[src/rcut_pkg.sv]
// Shared constants, types and queue entry layout for the rod cutting optimizer.
// No dependencies; every other file of the block imports this package.
package rcut_pkg;

  // Longest rod and widest price handled by the block.
  localparam int MAX_LEN     = 32;
  localparam int PRICE_BITS  = 16;
  localparam int MAX_RESULTS = 32;

  // Fixed port widths.
  localparam int PORT_IDX_W   = 6;
  localparam int PORT_VAL_W   = 16;
  localparam int PORT_LEN_W   = 6;
  localparam int REV_W        = 21;
  localparam int PORT_PIECE_W = 6;

  // Derived internal widths.
  localparam int LEN_W = $clog2(MAX_LEN + 1);
  localparam int IDX_W = (MAX_LEN > 1) ? $clog2(MAX_LEN) : 1;
  localparam int CNT_W = $clog2(MAX_RESULTS + 1);
  localparam int SUM_W = ((PRICE_BITS > REV_W) ? PRICE_BITS : REV_W) + 1;

  localparam logic [REV_W-1:0] REV_MAX = '1;

  // Command queue between front and back.
  localparam int QDEPTH = 2;
  localparam int QPTR_W = $clog2(QDEPTH);

  typedef enum logic {
    CMD_LOAD  = 1'b0,
    CMD_SOLVE = 1'b1
  } cmd_e;

  typedef struct packed {
    cmd_e                  cmd;
    logic [IDX_W-1:0]      pidx;
    logic [PRICE_BITS-1:0] pval;
    logic [LEN_W-1:0]      len;
  } q_entry_t;

endpackage

[src/rcut_front.sv]
// Input front end: accepts items, drops out-of-range loads, clamps rod lengths.
// Depends on rcut_pkg for the queue entry type and size constants.
module rcut_front (
  input  logic                           in_valid_i,
  output logic                           in_ready_o,
  input  logic                           op_i,
  input  logic [rcut_pkg::PORT_IDX_W-1:0] price_index_i,
  input  logic [rcut_pkg::PORT_VAL_W-1:0] price_value_i,
  input  logic [rcut_pkg::PORT_LEN_W-1:0] rod_length_i,
  input  logic                           q_full_i,
  output logic                           q_push_o,
  output rcut_pkg::q_entry_t             q_entry_o
);
  import rcut_pkg::*;

  logic accept;
  logic idx_ok;
  cmd_e cmd;

  assign in_ready_o = !q_full_i;
  assign accept     = in_valid_i && in_ready_o;
  assign cmd        = cmd_e'(op_i);
  assign idx_ok     = (price_index_i != '0) && (32'(price_index_i) <= 32'(MAX_LEN));

  // A load to a nonexistent table slot is taken and then forgotten.
  assign q_push_o = accept && ((cmd == CMD_SOLVE) || idx_ok);

  always_comb begin
    q_entry_o.cmd  = cmd;
    q_entry_o.pidx = IDX_W'(price_index_i - PORT_IDX_W'(1));
    q_entry_o.pval = PRICE_BITS'(price_value_i);
    q_entry_o.len  = (32'(rod_length_i) > 32'(MAX_LEN)) ? LEN_W'(MAX_LEN)
                                                        : LEN_W'(rod_length_i);
  end

endmodule

[src/rcut_fifo.sv]
// Short command queue that decouples the front end from the solver engine.
// Depends on rcut_pkg for the entry type and queue depth.
module rcut_fifo (
  input  logic               clk_i,
  input  logic               rst_ni,
  input  logic               push_i,
  input  rcut_pkg::q_entry_t entry_i,
  output logic               full_o,
  input  logic               pop_i,
  output logic               valid_o,
  output rcut_pkg::q_entry_t entry_o
);
  import rcut_pkg::*;

  q_entry_t            slot_q [QDEPTH];
  logic [QPTR_W-1:0]   wr_ptr_q, rd_ptr_q;
  logic [QPTR_W:0]     count_q, count_d;
  logic                do_push, do_pop;

  assign full_o  = (count_q == (QPTR_W+1)'(QDEPTH));
  assign valid_o = (count_q != '0);
  assign entry_o = slot_q[rd_ptr_q];
  assign do_push = push_i && !full_o;
  assign do_pop  = pop_i && valid_o;

  always_comb begin
    count_d = count_q;
    if (do_push && !do_pop) begin
      count_d = count_q + (QPTR_W+1)'(1);
    end else if (do_pop && !do_push) begin
      count_d = count_q - (QPTR_W+1)'(1);
    end
  end

  always_ff @(posedge clk_i or negedge rst_ni) begin
    if (!rst_ni) begin
      wr_ptr_q <= '0;
      rd_ptr_q <= '0;
      count_q  <= '0;
    end else begin
      count_q <= count_d;
      if (do_push) begin
        wr_ptr_q <= wr_ptr_q + QPTR_W'(1);
      end
      if (do_pop) begin
        rd_ptr_q <= rd_ptr_q + QPTR_W'(1);
      end
    end
  end

  always_ff @(posedge clk_i) begin
    if (do_push) begin
      slot_q[wr_ptr_q] <= entry_i;
    end
  end

endmodule

[src/rcut_engine.sv]
// Solver engine: price table, bottom-up revenue tables and the cut emitter.
// Depends on rcut_pkg for widths, commands and the queue entry type.
module rcut_engine (
  input  logic                             clk_i,
  input  logic                             rst_ni,
  input  logic                             q_valid_i,
  input  rcut_pkg::q_entry_t               q_entry_i,
  output logic                             q_pop_o,
  output logic                             out_valid_o,
  input  logic                             out_ready_i,
  output logic [rcut_pkg::REV_W-1:0]        revenue_o,
  output logic [rcut_pkg::PORT_PIECE_W-1:0] piece_length_o,
  output logic                             last_o
);
  import rcut_pkg::*;

  localparam logic [2:0] S_IDLE  = 3'd0;
  localparam logic [2:0] S_CALC  = 3'd1;
  localparam logic [2:0] S_DRAIN = 3'd2;
  localparam logic [2:0] S_EREAD = 3'd3;
  localparam logic [2:0] S_EPUSH = 3'd4;

  logic [2:0]            state_q, state_d;
  logic [PRICE_BITS-1:0] price_q [MAX_LEN];

  // Solution memories, never reset: an entry's value is used only once written.
  logic [REV_W-1:0]      rev_mem [MAX_LEN+1];
  logic [LEN_W-1:0]      cut_mem [MAX_LEN+1];
  logic [REV_W-1:0]      rev_rd_q;
  logic [LEN_W-1:0]      cut_rd_q;
  logic [LEN_W-1:0]      rd_addr;
  logic                  mem_we;

  logic [LEN_W-1:0]      len_q, j_q, i_q, rem_q;
  logic [CNT_W-1:0]      n_q;
  logic [REV_W-1:0]      best_q, best_d, total_q;
  logic [LEN_W-1:0]      cut_q, cut_d;

  // Compare stage, in the cycle after the read issue.
  logic                  cmp_vld_q;
  logic [LEN_W-1:0]      cmp_i_q;
  logic                  rd_zero_q;
  logic [PRICE_BITS-1:0] price_rd_q;
  logic [SUM_W-1:0]      cand;
  logic [REV_W-1:0]      cand_sat;
  logic                  take;

  logic                  out_valid_q, last_q;
  logic [REV_W-1:0]      revenue_q;
  logic [LEN_W-1:0]      piece_q;
  logic                  out_free;
  logic                  emit;

  logic [LEN_W-1:0]      piece;
  logic [LEN_W-1:0]      rem_next;
  logic                  emit_last;

  assign out_free       = !out_valid_q || out_ready_i;
  assign out_valid_o    = out_valid_q;
  assign revenue_o      = revenue_q;
  assign piece_length_o = PORT_PIECE_W'(piece_q);
  assign last_o         = last_q;

  // The output register is loaded by an empty-rod solve or by one emitted piece.
  assign emit = out_free && (((state_q == S_IDLE) && q_valid_i &&
                              (q_entry_i.cmd == CMD_SOLVE) && (q_entry_i.len == '0)) ||
                             (state_q == S_EPUSH));

  always_comb begin
    cand     = SUM_W'(price_rd_q) + SUM_W'(rd_zero_q ? '0 : rev_rd_q);
    cand_sat = (cand > SUM_W'(REV_MAX)) ? REV_MAX : REV_W'(cand);
    take     = cmp_vld_q && ((cmp_i_q == LEN_W'(1)) || (cand_sat > best_q));
    best_d   = take ? cand_sat : best_q;
    cut_d    = take ? cmp_i_q : cut_q;
  end

  always_comb begin
    piece     = ((cut_rd_q == '0) || (cut_rd_q > rem_q)) ? rem_q : cut_rd_q;
    rem_next  = rem_q - piece;
    emit_last = (rem_next == '0) || (n_q + CNT_W'(1) == CNT_W'(MAX_RESULTS));
  end

  always_comb begin
    state_d = state_q;
    q_pop_o = 1'b0;
    mem_we  = 1'b0;
    rd_addr = rem_q;
    case (state_q)
      S_IDLE: begin
        if (q_valid_i) begin
          if (q_entry_i.cmd == CMD_LOAD) begin
            q_pop_o = 1'b1;
          end else if (q_entry_i.len == '0) begin
            q_pop_o = out_free;
          end else begin
            q_pop_o = 1'b1;
            state_d = S_CALC;
          end
        end
      end
      S_CALC: begin
        rd_addr = j_q - i_q;
        if (i_q == j_q) begin
          state_d = S_DRAIN;
        end
      end
      S_DRAIN: begin
        mem_we  = 1'b1;
        state_d = (j_q == len_q) ? S_EREAD : S_CALC;
      end
      S_EREAD: begin
        state_d = S_EPUSH;
      end
      S_EPUSH: begin
        if (out_free) begin
          state_d = emit_last ? S_IDLE : S_EREAD;
        end
      end
      default: begin
        state_d = S_IDLE;
      end
    endcase
  end

  always_ff @(posedge clk_i) begin
    if (mem_we) begin
      rev_mem[j_q] <= best_d;
      cut_mem[j_q] <= cut_d;
    end
    rev_rd_q <= rev_mem[rd_addr];
    cut_rd_q <= cut_mem[rd_addr];
  end

  // Datapath registers that need no reset.
  always_ff @(posedge clk_i) begin
    price_rd_q <= price_q[IDX_W'(i_q - LEN_W'(1))];
    rd_zero_q  <= (rd_addr == '0);
    cmp_i_q    <= i_q;
    if (cmp_vld_q) begin
      best_q <= best_d;
      cut_q  <= cut_d;
    end
    if (state_q == S_IDLE) begin
      len_q <= q_entry_i.len;
    end
    if (state_q == S_DRAIN && j_q == len_q) begin
      total_q <= best_d;
    end
  end

  always_ff @(posedge clk_i or negedge rst_ni) begin
    if (!rst_ni) begin
      state_q     <= S_IDLE;
      cmp_vld_q   <= 1'b0;
      j_q         <= '0;
      i_q         <= '0;
      rem_q       <= '0;
      n_q         <= '0;
      out_valid_q <= 1'b0;
      last_q      <= 1'b0;
      revenue_q   <= '0;
      piece_q     <= '0;
      for (int k = 0; k < MAX_LEN; k++) begin
        price_q[k] <= '0;
      end
    end else begin
      state_q   <= state_d;
      cmp_vld_q <= (state_q == S_CALC);
      if (emit) begin
        out_valid_q <= 1'b1;
      end else if (out_ready_i) begin
        out_valid_q <= 1'b0;
      end
      case (state_q)
        S_IDLE: begin
          j_q <= LEN_W'(1);
          i_q <= LEN_W'(1);
          if (q_valid_i && q_entry_i.cmd == CMD_LOAD) begin
            price_q[q_entry_i.pidx] <= q_entry_i.pval;
          end else if (q_valid_i && q_entry_i.len == '0 && out_free) begin
            revenue_q   <= '0;
            piece_q     <= '0;
            last_q      <= 1'b1;
          end
        end
        S_CALC: begin
          if (i_q != j_q) begin
            i_q <= i_q + LEN_W'(1);
          end
        end
        S_DRAIN: begin
          i_q   <= LEN_W'(1);
          j_q   <= j_q + LEN_W'(1);
          rem_q <= len_q;
          n_q   <= '0;
        end
        S_EPUSH: begin
          if (out_free) begin
            revenue_q   <= total_q;
            piece_q     <= piece;
            last_q      <= emit_last;
            rem_q       <= rem_next;
            n_q         <= n_q + CNT_W'(1);
          end
        end
        default: begin
        end
      endcase
    end
  end

endmodule

[src/rod_cutting_optimizer_unit.sv]
// Rod cutting optimizer, top level. A load item is written into the price table when it reaches the head of the
// queue with the engine idle; a solve fills the tables at a pace set by the single compare-add unit and the one
// read port of the revenue memory, then emits each piece through a read state and a push state that waits for the
// output. Items are worked one at a time by the engine; the two-entry queue lets the input side keep accepting
// meanwhile. Reset is asynchronous and active low; it clears the price table, the queue and all control state;
// the solution memories are not reset.
module rod_cutting_optimizer_unit (
  input  logic                             clk_i,
  input  logic                             rst_ni,
  input  logic                             in_valid_i,
  output logic                             in_ready_o,
  input  logic                             op_i,
  input  logic [rcut_pkg::PORT_IDX_W-1:0]   price_index_i,
  input  logic [rcut_pkg::PORT_VAL_W-1:0]   price_value_i,
  input  logic [rcut_pkg::PORT_LEN_W-1:0]   rod_length_i,
  output logic                             out_valid_o,
  input  logic                             out_ready_i,
  output logic [rcut_pkg::REV_W-1:0]        revenue_o,
  output logic [rcut_pkg::PORT_PIECE_W-1:0] piece_length_o,
  output logic                             last_o
);
  import rcut_pkg::*;

  // Front to queue.
  logic     q_push;
  logic     q_full;
  q_entry_t q_entry_in;

  // Queue to engine.
  logic     q_valid;
  logic     q_pop;
  q_entry_t q_entry_out;

  // The front end checks each item: loads outside the price table are dropped here, and
  // solve lengths beyond the longest supported rod are clamped before they are queued.
  rcut_front u_front (
    .in_valid_i    (in_valid_i),
    .in_ready_o    (in_ready_o),
    .op_i          (op_i),
    .price_index_i (price_index_i),
    .price_value_i (price_value_i),
    .rod_length_i  (rod_length_i),
    .q_full_i      (q_full),
    .q_push_o      (q_push),
    .q_entry_o     (q_entry_in)
  );

  rcut_fifo u_fifo (
    .clk_i   (clk_i),
    .rst_ni  (rst_ni),
    .push_i  (q_push),
    .entry_i (q_entry_in),
    .full_o  (q_full),
    .pop_i   (q_pop),
    .valid_o (q_valid),
    .entry_o (q_entry_out)
  );

  // The engine retires one queued item at a time. For each length j it issues j reads of
  // the revenue memory with the matching price, compares one candidate per cycle a stage
  // later, and writes the best revenue and first cut in a final drain state. Emission walks the
  // first-cut memory from the full length down, driving a registered output stage.
  rcut_engine u_engine (
    .clk_i          (clk_i),
    .rst_ni         (rst_ni),
    .q_valid_i      (q_valid),
    .q_entry_i      (q_entry_out),
    .q_pop_o        (q_pop),
    .out_valid_o    (out_valid_o),
    .out_ready_i    (out_ready_i),
    .revenue_o      (revenue_o),
    .piece_length_o (piece_length_o),
    .last_o         (last_o)
  );

  // The front end must never push into a full queue.
  a_no_overflow: assert property (@(posedge clk_i) disable iff (!rst_ni)
    q_push |-> !q_full)
    else $error("command queue pushed while full");

  // A piece of length zero only comes from an empty rod: revenue zero, single last item.
  a_empty_rod: assert property (@(posedge clk_i) disable iff (!rst_ni)
    (out_valid_o && piece_length_o == '0) |-> (revenue_o == '0 && last_o))
    else $error("zero piece outside an empty-rod solution");

  // Every item that is not last carries a real piece.
  a_nonlast_piece: assert property (@(posedge clk_i) disable iff (!rst_ni)
    (out_valid_o && !last_o) |-> (piece_length_o != '0))
    else $error("non-final item with zero piece length");

endmodule

[config.mk]
export PLATFORM = sky130hd
export DESIGN_NAME = rod_cutting_optimizer_unit
export DESIGN_NICKNAME = d
export VERILOG_FILES = /design/src/rcut_pkg.sv /design/src/rcut_front.sv /design/src/rcut_fifo.sv /design/src/rcut_engine.sv /design/src/rod_cutting_optimizer_unit.sv
export SDC_FILE = /design/constraint.sdc
export NUM_CORES = 2
export LEC_CHECK = 0
export BUFFER_PORTS_ARGS = -buffer_cell sky130_fd_sc_hd__clkbuf_2
export CAP_MARGIN = 25
export CORE_UTILIZATION = 57
export CTS_CLUSTER_DIAMETER = 50
export DETAILED_ROUTE_END_ITERATION = 10
export PLACE_DENSITY = 0.76
export SYNTH_ARGS = -nofsm -noshare
export SYNTH_HDL_FRONTEND = slang
export SYNTH_SLANG_ARGS = --single-unit
[constraint.sdc]
create_clock -name clk_i -period 6.4 [get_ports clk_i]
set_input_delay 1.28 -clock clk_i [delete_from_list [all_inputs] [get_ports clk_i]]
set_output_delay 1.28 -clock clk_i [all_outputs]
set_load 0.02 [all_outputs]
=== Word-level counts from Yosys, hierarchy flattened ===
Memories as Yosys holds them, arrays and structs flattened. A register that Yosys moved wholly into a read port is not among the register bits.
Index checks and enable logic that the tools add are counted.

* Input port bits: 33
* Memories: 3
* Bits in writable memories: 947
* Bits in registers: 650

* Magnitude comparators: 8
* Add/sub/neg operators: 12
* Muxes and demuxes: 53
* Reductions and logical operators: 46
* Bitwise operators: 3
* Equal/unequal tests: 18

{| class="wikitable"
|+ Memory list
! memory !! words !! width !! read ports !! clocked after Yosys merged registers in !! write ports !! RTL line !! source
|-
| u_engine.rev_mem || 33 || 21 || 1 || 1 || 1 || rcut_engine.sv:27 || <nowiki>logic [REV_W-1:0] rev_mem [MAX_LEN+1];</nowiki>
|-
| u_engine.cut_mem || 33 || 6 || 1 || 1 || 1 || rcut_engine.sv:28 || <nowiki>logic [LEN_W-1:0] cut_mem [MAX_LEN+1];</nowiki>
|-
| u_fifo.slot_q || 2 || 28 || 1 || 0 || 1 || rcut_fifo.sv:15 || <nowiki>q_entry_t slot_q [QDEPTH];</nowiki>
|}

{| class="wikitable"
|+ Operators by type and width
! kind !! number
|-
| bitwise mux 512 bit || 1
|-
| two-way mux 21 bit || 6
|-
| binary-select mux 16 bit (select 5 bit) || 1
|-
| demux 16 bit (select 5 bit) || 1
|-
| two-way mux 6 bit || 10
|-
| case mux 6 bit (2 select lines) || 5
|-
| two-way mux 16 bit || 3
|-
| case mux 21 bit (2 select lines) || 1
|-
| zero test 6 bit || 4
|-
| adder 16 x 22 -> 22 bit || 1
|-
| greater-than comparator 22 x 21 -> 1 bit, second input constant || 1
|-
| greater-than comparator 21 bit || 1
|-
| adder 6 x 1 -> 6 bit, second input constant || 3
|-
| logical AND 1 bit || 17
|-
| two-way mux 3 bit || 5
|-
| case mux 3 bit (5 select lines) || 1
|-
| two-way mux 1 bit || 14
|-
| nonzero test 2 bit || 7
|-
| == test 6 bit || 2
|-
| greater-or-equal comparator 6 bit, second input constant || 2
|-
| inverter 5 -> 6 bit || 2
|-
| subtractor 6 bit || 2
|-
| subtractor 5 x 1 -> 5 bit, second input constant || 2
|-
| two-way mux 2 bit || 4
|-
| other kinds (26) || 44
|}

=== Longest topological paths before layout ===
* Depth after elaboration: 10
* Depth in mapped cells: 21
* Gate-level depth less buffers: 19

=== By module ===
Synthesis repeated with hierarchy kept, for this count alone.

* Cells, all modules: 4469
* Area total of the unflattened synthesis: 68535.7 um^2

{| class="wikitable"
|+ By module, submodules not included
! module !! area an instance (um^2) !! cells each !! times used
|-
| rcut_engine || 65994.5 || 4325 || 1
|-
| rcut_fifo || 2265.9 || 106 || 1
|-
| rcut_front || 275.3 || 38 || 1
|}

=== Worst setup path after synthesis ===
Ideal clock, no wire load.

* Path kind: reg-to-reg
* From: register u_engine.rd_zero_q
* To: register u_engine.best_q[19] (data pin)
* Path slack: 288 ps
* Arrival: 5621 ps
* Period minus slack after synthesis: 6112 ps
* Path buffers: 3
* Library setup time: 491 ps
* Data required time: 5909 ps
* Stages on the path, launching flop included: 19
* Path through: dfxtp_1 > clkbuf_1 > nor2b_1 > ha_1 > clkbuf_1 > inv_1 > o31ai_1 > a21oi_1 > o221ai_1 > a221oi_2 > clkbuf_1 > nor4_1 > nor2_1 > ha_1 > nand4_1 > o311ai_0 > a211o_1 > nand2_1 > o31ai_1

* Cells in the longest elaborated chain, start to end: 8

{| class="wikitable"
|+ RTL lines
! what !! RTL line !! source
|-
| from (decl) || rcut_engine.sv:42 || <nowiki>logic rd_zero_q;</nowiki>
|-
| from (signal assigned) || rcut_engine.sv:137 || <nowiki>rd_zero_q <= (rd_addr == '0);</nowiki>
|-
| two-way mux 21 bit * || rcut_engine.sv:70 || <nowiki>cand = SUM_W'(price_rd_q) + SUM_W'(rd_zero_q ? '0 : rev_rd_q);</nowiki>
|-
| adder 16 x 22 -> 22 bit * || rcut_engine.sv:70 ||
|-
| greater-than comparator 22 x 21 -> 1 bit || rcut_engine.sv:71 || <nowiki>cand_sat = (cand > SUM_W'(REV_MAX)) ? REV_MAX : REV_W'(cand);</nowiki>
|-
| two-way mux 21 bit * || rcut_engine.sv:71 ||
|-
| greater-than comparator 21 bit || rcut_engine.sv:72 || <nowiki>take = cmp_vld_q && ((cmp_i_q == LEN_W'(1)) || (cand_sat > best_q));</nowiki>
|-
| logical OR 1 bit || rcut_engine.sv:72 ||
|-
| logical AND 1 bit || rcut_engine.sv:72 ||
|-
| two-way mux 21 bit * || rcut_engine.sv:73 || <nowiki>best_d = take ? cand_sat : best_q;</nowiki>
|-
| named net u_engine.best_d[19] || rcut_engine.sv:36 || <nowiki>logic [REV_W-1:0] best_q, best_d, total_q;</nowiki>
|-
| to (signal assigned) || rcut_engine.sv:140 || <nowiki>best_q <= best_d;</nowiki>
|-
| to (decl) || rcut_engine.sv:36 ||
|}

The timed path passes the listed nets; every way through them passes the cells marked *.
A chain may end at the register's enable or synchronous reset.

=== Final worst setup path ===
* From: register u_engine.rd_zero_q
* To: memory u_engine.cut_mem[23][2] (netlist name) (data pin)

* Cells in the longest elaborated chain, start to end: 8

{| class="wikitable"
|+ RTL lines
! what !! RTL line !! source
|-
| two-way mux 21 bit * || rcut_engine.sv:70 ||
|-
| adder 16 x 22 -> 22 bit * || rcut_engine.sv:70 ||
|-
| greater-than comparator 22 x 21 -> 1 bit || rcut_engine.sv:71 ||
|-
| two-way mux 21 bit * || rcut_engine.sv:71 ||
|-
| greater-than comparator 21 bit * || rcut_engine.sv:72 ||
|-
| logical OR 1 bit * || rcut_engine.sv:72 ||
|-
| logical AND 1 bit * || rcut_engine.sv:72 ||
|-
| two-way mux 6 bit * || rcut_engine.sv:74 || <nowiki>cut_d = take ? cmp_i_q : cut_q;</nowiki>
|-
| named net u_engine.cut_d[2] || rcut_engine.sv:37 || <nowiki>logic [LEN_W-1:0] cut_q, cut_d;</nowiki>
|-
| to (decl) || rcut_engine.sv:28 ||
|}

Marked as above.

==> results.cfg <==
[grt]
grt_pass1_vias = 43600
grt-ovfl-total = 0
grt_start_max_net_pins = 172
grt_first_pass_wirelength_microns = 273000
grt.total_usage_pct = 30.7
grt_antenna_before_repair = 8

[detailed_routing]
top_layer = met5
vias_per_cell = 6.45
num_vias = 44400
wl_met1_microns = 67300
antenna_left = 0
wire_per_inst_microns = 26.7
routed_wl_microns = 184000
post-route-drc-count = 0
routed-wl-met3_microns = 21700
drtIter0Drc = 6508
firstDrtPassIters = 6
route.met2.wl_microns = 86400

[timing]
fin_worst_skew_ns = 0.0378
fmax_mhz = 162
worst_pin_slew_ns = 1.13
fin_crit_sh_pct = 96.4
slew_headroom_pct = 24.3
rsz0062_at_grt = yes
tns_ns = 0
setup_violations = 0
slew_viol_final = 0
hold_violations = 0
min_period_ns = 6.17

[layout]
final_layout_size_suffix_gt1_share_pct = 15.5
final_area_sq_mm = 0.0758
final_util_pct = 64.9
num-nets-final = 5315
nFillCells = 7968
area.growth.synth_to_final_pct = 12.3

[worst_setup_path]
critPathCaptureType = register
required_ns = 6.83
rr_worst_depth = 19
r2r_setup_slack_ns = 0.23
r2r-end = u_engine.cut_mem[23][2]$_DFFE_PP_
cp_max_fo = 34
crit_arrival_ns = 6.60
path_class = register to register
rr_startpoint = u_engine.rd_zero_q$_DFF_P_
worst_setup_path_start_kind = register

[logic_synthesis]
synth.avg_cell_area_sq_um = 12.9
yosys_warnings = 0
synth.top_cells.by_area = edfxtp_1 45%, dfrtp_1 21%, mux4_2 7.1%, nand2_1 6.1%, o21ai_0 2.7%
synth.top_cell.area_share_pct = 44.5
ys_ff_latch = 1624
async_flop_share_pct = 35.3
ys_types = 84
yosys-top-cells-count = 1094 x nand2_1, 1001 x edfxtp_1, 573 x dfrtp_1
ys_seq_area_share_pct = 67.3
syn_inst = 5212
synth_area_sq_mm = 0.0675
yosysTopAreaCell = edfxtp_1
synth_nets = 5308
synth_ff_type = edfxtp_1
synth_enable_flop_cells = 1001
yosysMostFrequentCell = nand2_1

[clock_tree]
cts-resized-gates = 0
cts_tree = yes
hold_buffers = 0
clk_latency_ns = 0.78
cts_setup_buffers = 0
clk_pin_slew_worst_paths_ns = 0.06
cts.sinks = 1624
root_buffer = clkbuf_16
clockBufferDepth = 3
cts-htree-levels = 4
cts_buffers = 164

[power_and_ir_drop]
intPower_uw = 26400
p_sw_uw = 17400
clockPowerShare_pct = 22.7
ir_drop_v = 0.000648
power.density_mw_per_mm2 = 579
finalPower_uw = 43900
p_seq_share_pct = 34.4
switching_share_pct = 39.7
p_leak_uw = 0.0292
comb_power_share_pct = 42.9

[floorplanning]
initial_core_util_pct = 57.8
rows = 125
coreArea_sq_mm = 0.117
die_x_microns = 346
die-height_microns = 346
ios = 63
dieArea_sq_mm = 0.120

[placement]
placed_cell_area_sq_mm = 0.0701
port_buffers = 62
gp_congestion = 0.940
dp_hpwl_microns = 105000

[run]
maxCapViolations = 0

[run_status]
status = completed

[hold_path]
hold_depth = 0
min_to = u_engine.cmp_i_q[4]$_DFF_P_
hp-start = u_engine.i_q[4]$_DFFE_PN0P_
hold_class = register to register
[registers in the layout, summed over array words and instances, names as in the netlist, 16 cells and up]
signal,flops
u_engine.rev_rd_q,21
u_engine.total_q,21
u_engine.revenue_o,21
u_engine.best_q,21
u_engine.price_rd_q,16
u_fifo.slot_q,56
u_engine.cut_mem,198
u_engine.rev_mem,693
u_engine.price_q,512
[metrics by stage]
step,worst slack (ns),hold WS [ns],cells
global route,-0.0834,0.403,6883
CTS,0.298,0.397,6879
finish,0.230,0.403,6886
floorplan,0.288,0.360,5212
detailed placement,0.345,0.384,6574
global placement,0.391,0.379,6570
[metal layers]
metal | GRT usage [%] | vias up
met1 | 41.1 | 22100
met2 | 48.4 | 2714
li1 | - | 19100
met5 | 0 | -
met4 | 13.8 | 8
met3 | 7.25 | 488
[how the worst max path moves through the flow]
stage	from	end
after floorplan	u_engine.rd_zero_q$_DFF_P_	u_engine.best_q[19]$_DFFE_PP_
after global placement	u_engine.rd_zero_q$_DFF_P_	u_engine.cut_mem[28][4]$_DFFE_PP_
after detailed placement	u_engine.rd_zero_q$_DFF_P_	u_engine.rev_mem[6][17]$_DFFE_PP_
after CTS	u_engine.rd_zero_q$_DFF_P_	u_engine.rev_mem[15][17]$_DFFE_PP_
after global routing	u_engine.rd_zero_q$_DFF_P_	u_engine.rev_mem[20][17]$_DFFE_PP_
final	u_engine.rd_zero_q$_DFF_P_	u_engine.cut_mem[23][2]$_DFFE_PP_
[power by group through the flow]
stage / Sequential (uW) / Clock [uW] / Combinational, uW
floorplan: 15100 / 0 / 12400
global placement: 15200 / 0 / 17900
detailed placement: 15200 / 0 / 18300
CTS: 15100 / 10000 / 18400
global route: 15200 / 10400 / 20000
finish: 15100 / 9940 / 18800
[cell families after synthesis]
family / share of synthesized area [%]
compound gates: 8.15
xor+xnor: 0.506
fa+ha+maj: 1.20
buf+inv: 2.81
flops: 67.3
mux: 8.40
simple gates: 11.7
[cell usage in the layout, fill, tap and decap left out, drive strengths merged, types with 153 or more instances in the layout]
cell type,count
a21oi,234
and3,166
clkbuf,289
o21ai,366
mux4,212
edfxtp,1001
nor2,318
dfrtp,573
nand2,1094
buf,153
[cell type report]
type	instances	area (sq um)	share of cell area [%]
antenna	4	10.0	0.0132
inverter	71	268	0.353
tap	1524	1910	2.52
timing repair buffer	214	1730	2.29
sequential	1624	45400	59.9
clock buffer	228	4700	6.20
clock inverter	77	950	1.25
multi-input combinational	3144	20800	27.5
[worst max-delay path, stage by stage, from the launching register on]
cell	delay, ns
dfxtp_1	0.54
inv_1	0.18
nand2_1	0.15
inv_1	0.06
ha_1	0.27
a21oi_1	0.20
nor2_1	0.09
o21ai_0	0.44
o221ai_1	0.42
a221oi_2	0.36
buf_4	0.29
o21ai_0	0.16
ha_1	0.35
a21o_1	0.19
a21o_1	0.18
a21oi_1	0.19
o311ai_0	0.17
a211o_1	0.42
nand2_1	0.55
mux2_2	0.63
(Power assumes the default switching activity.)
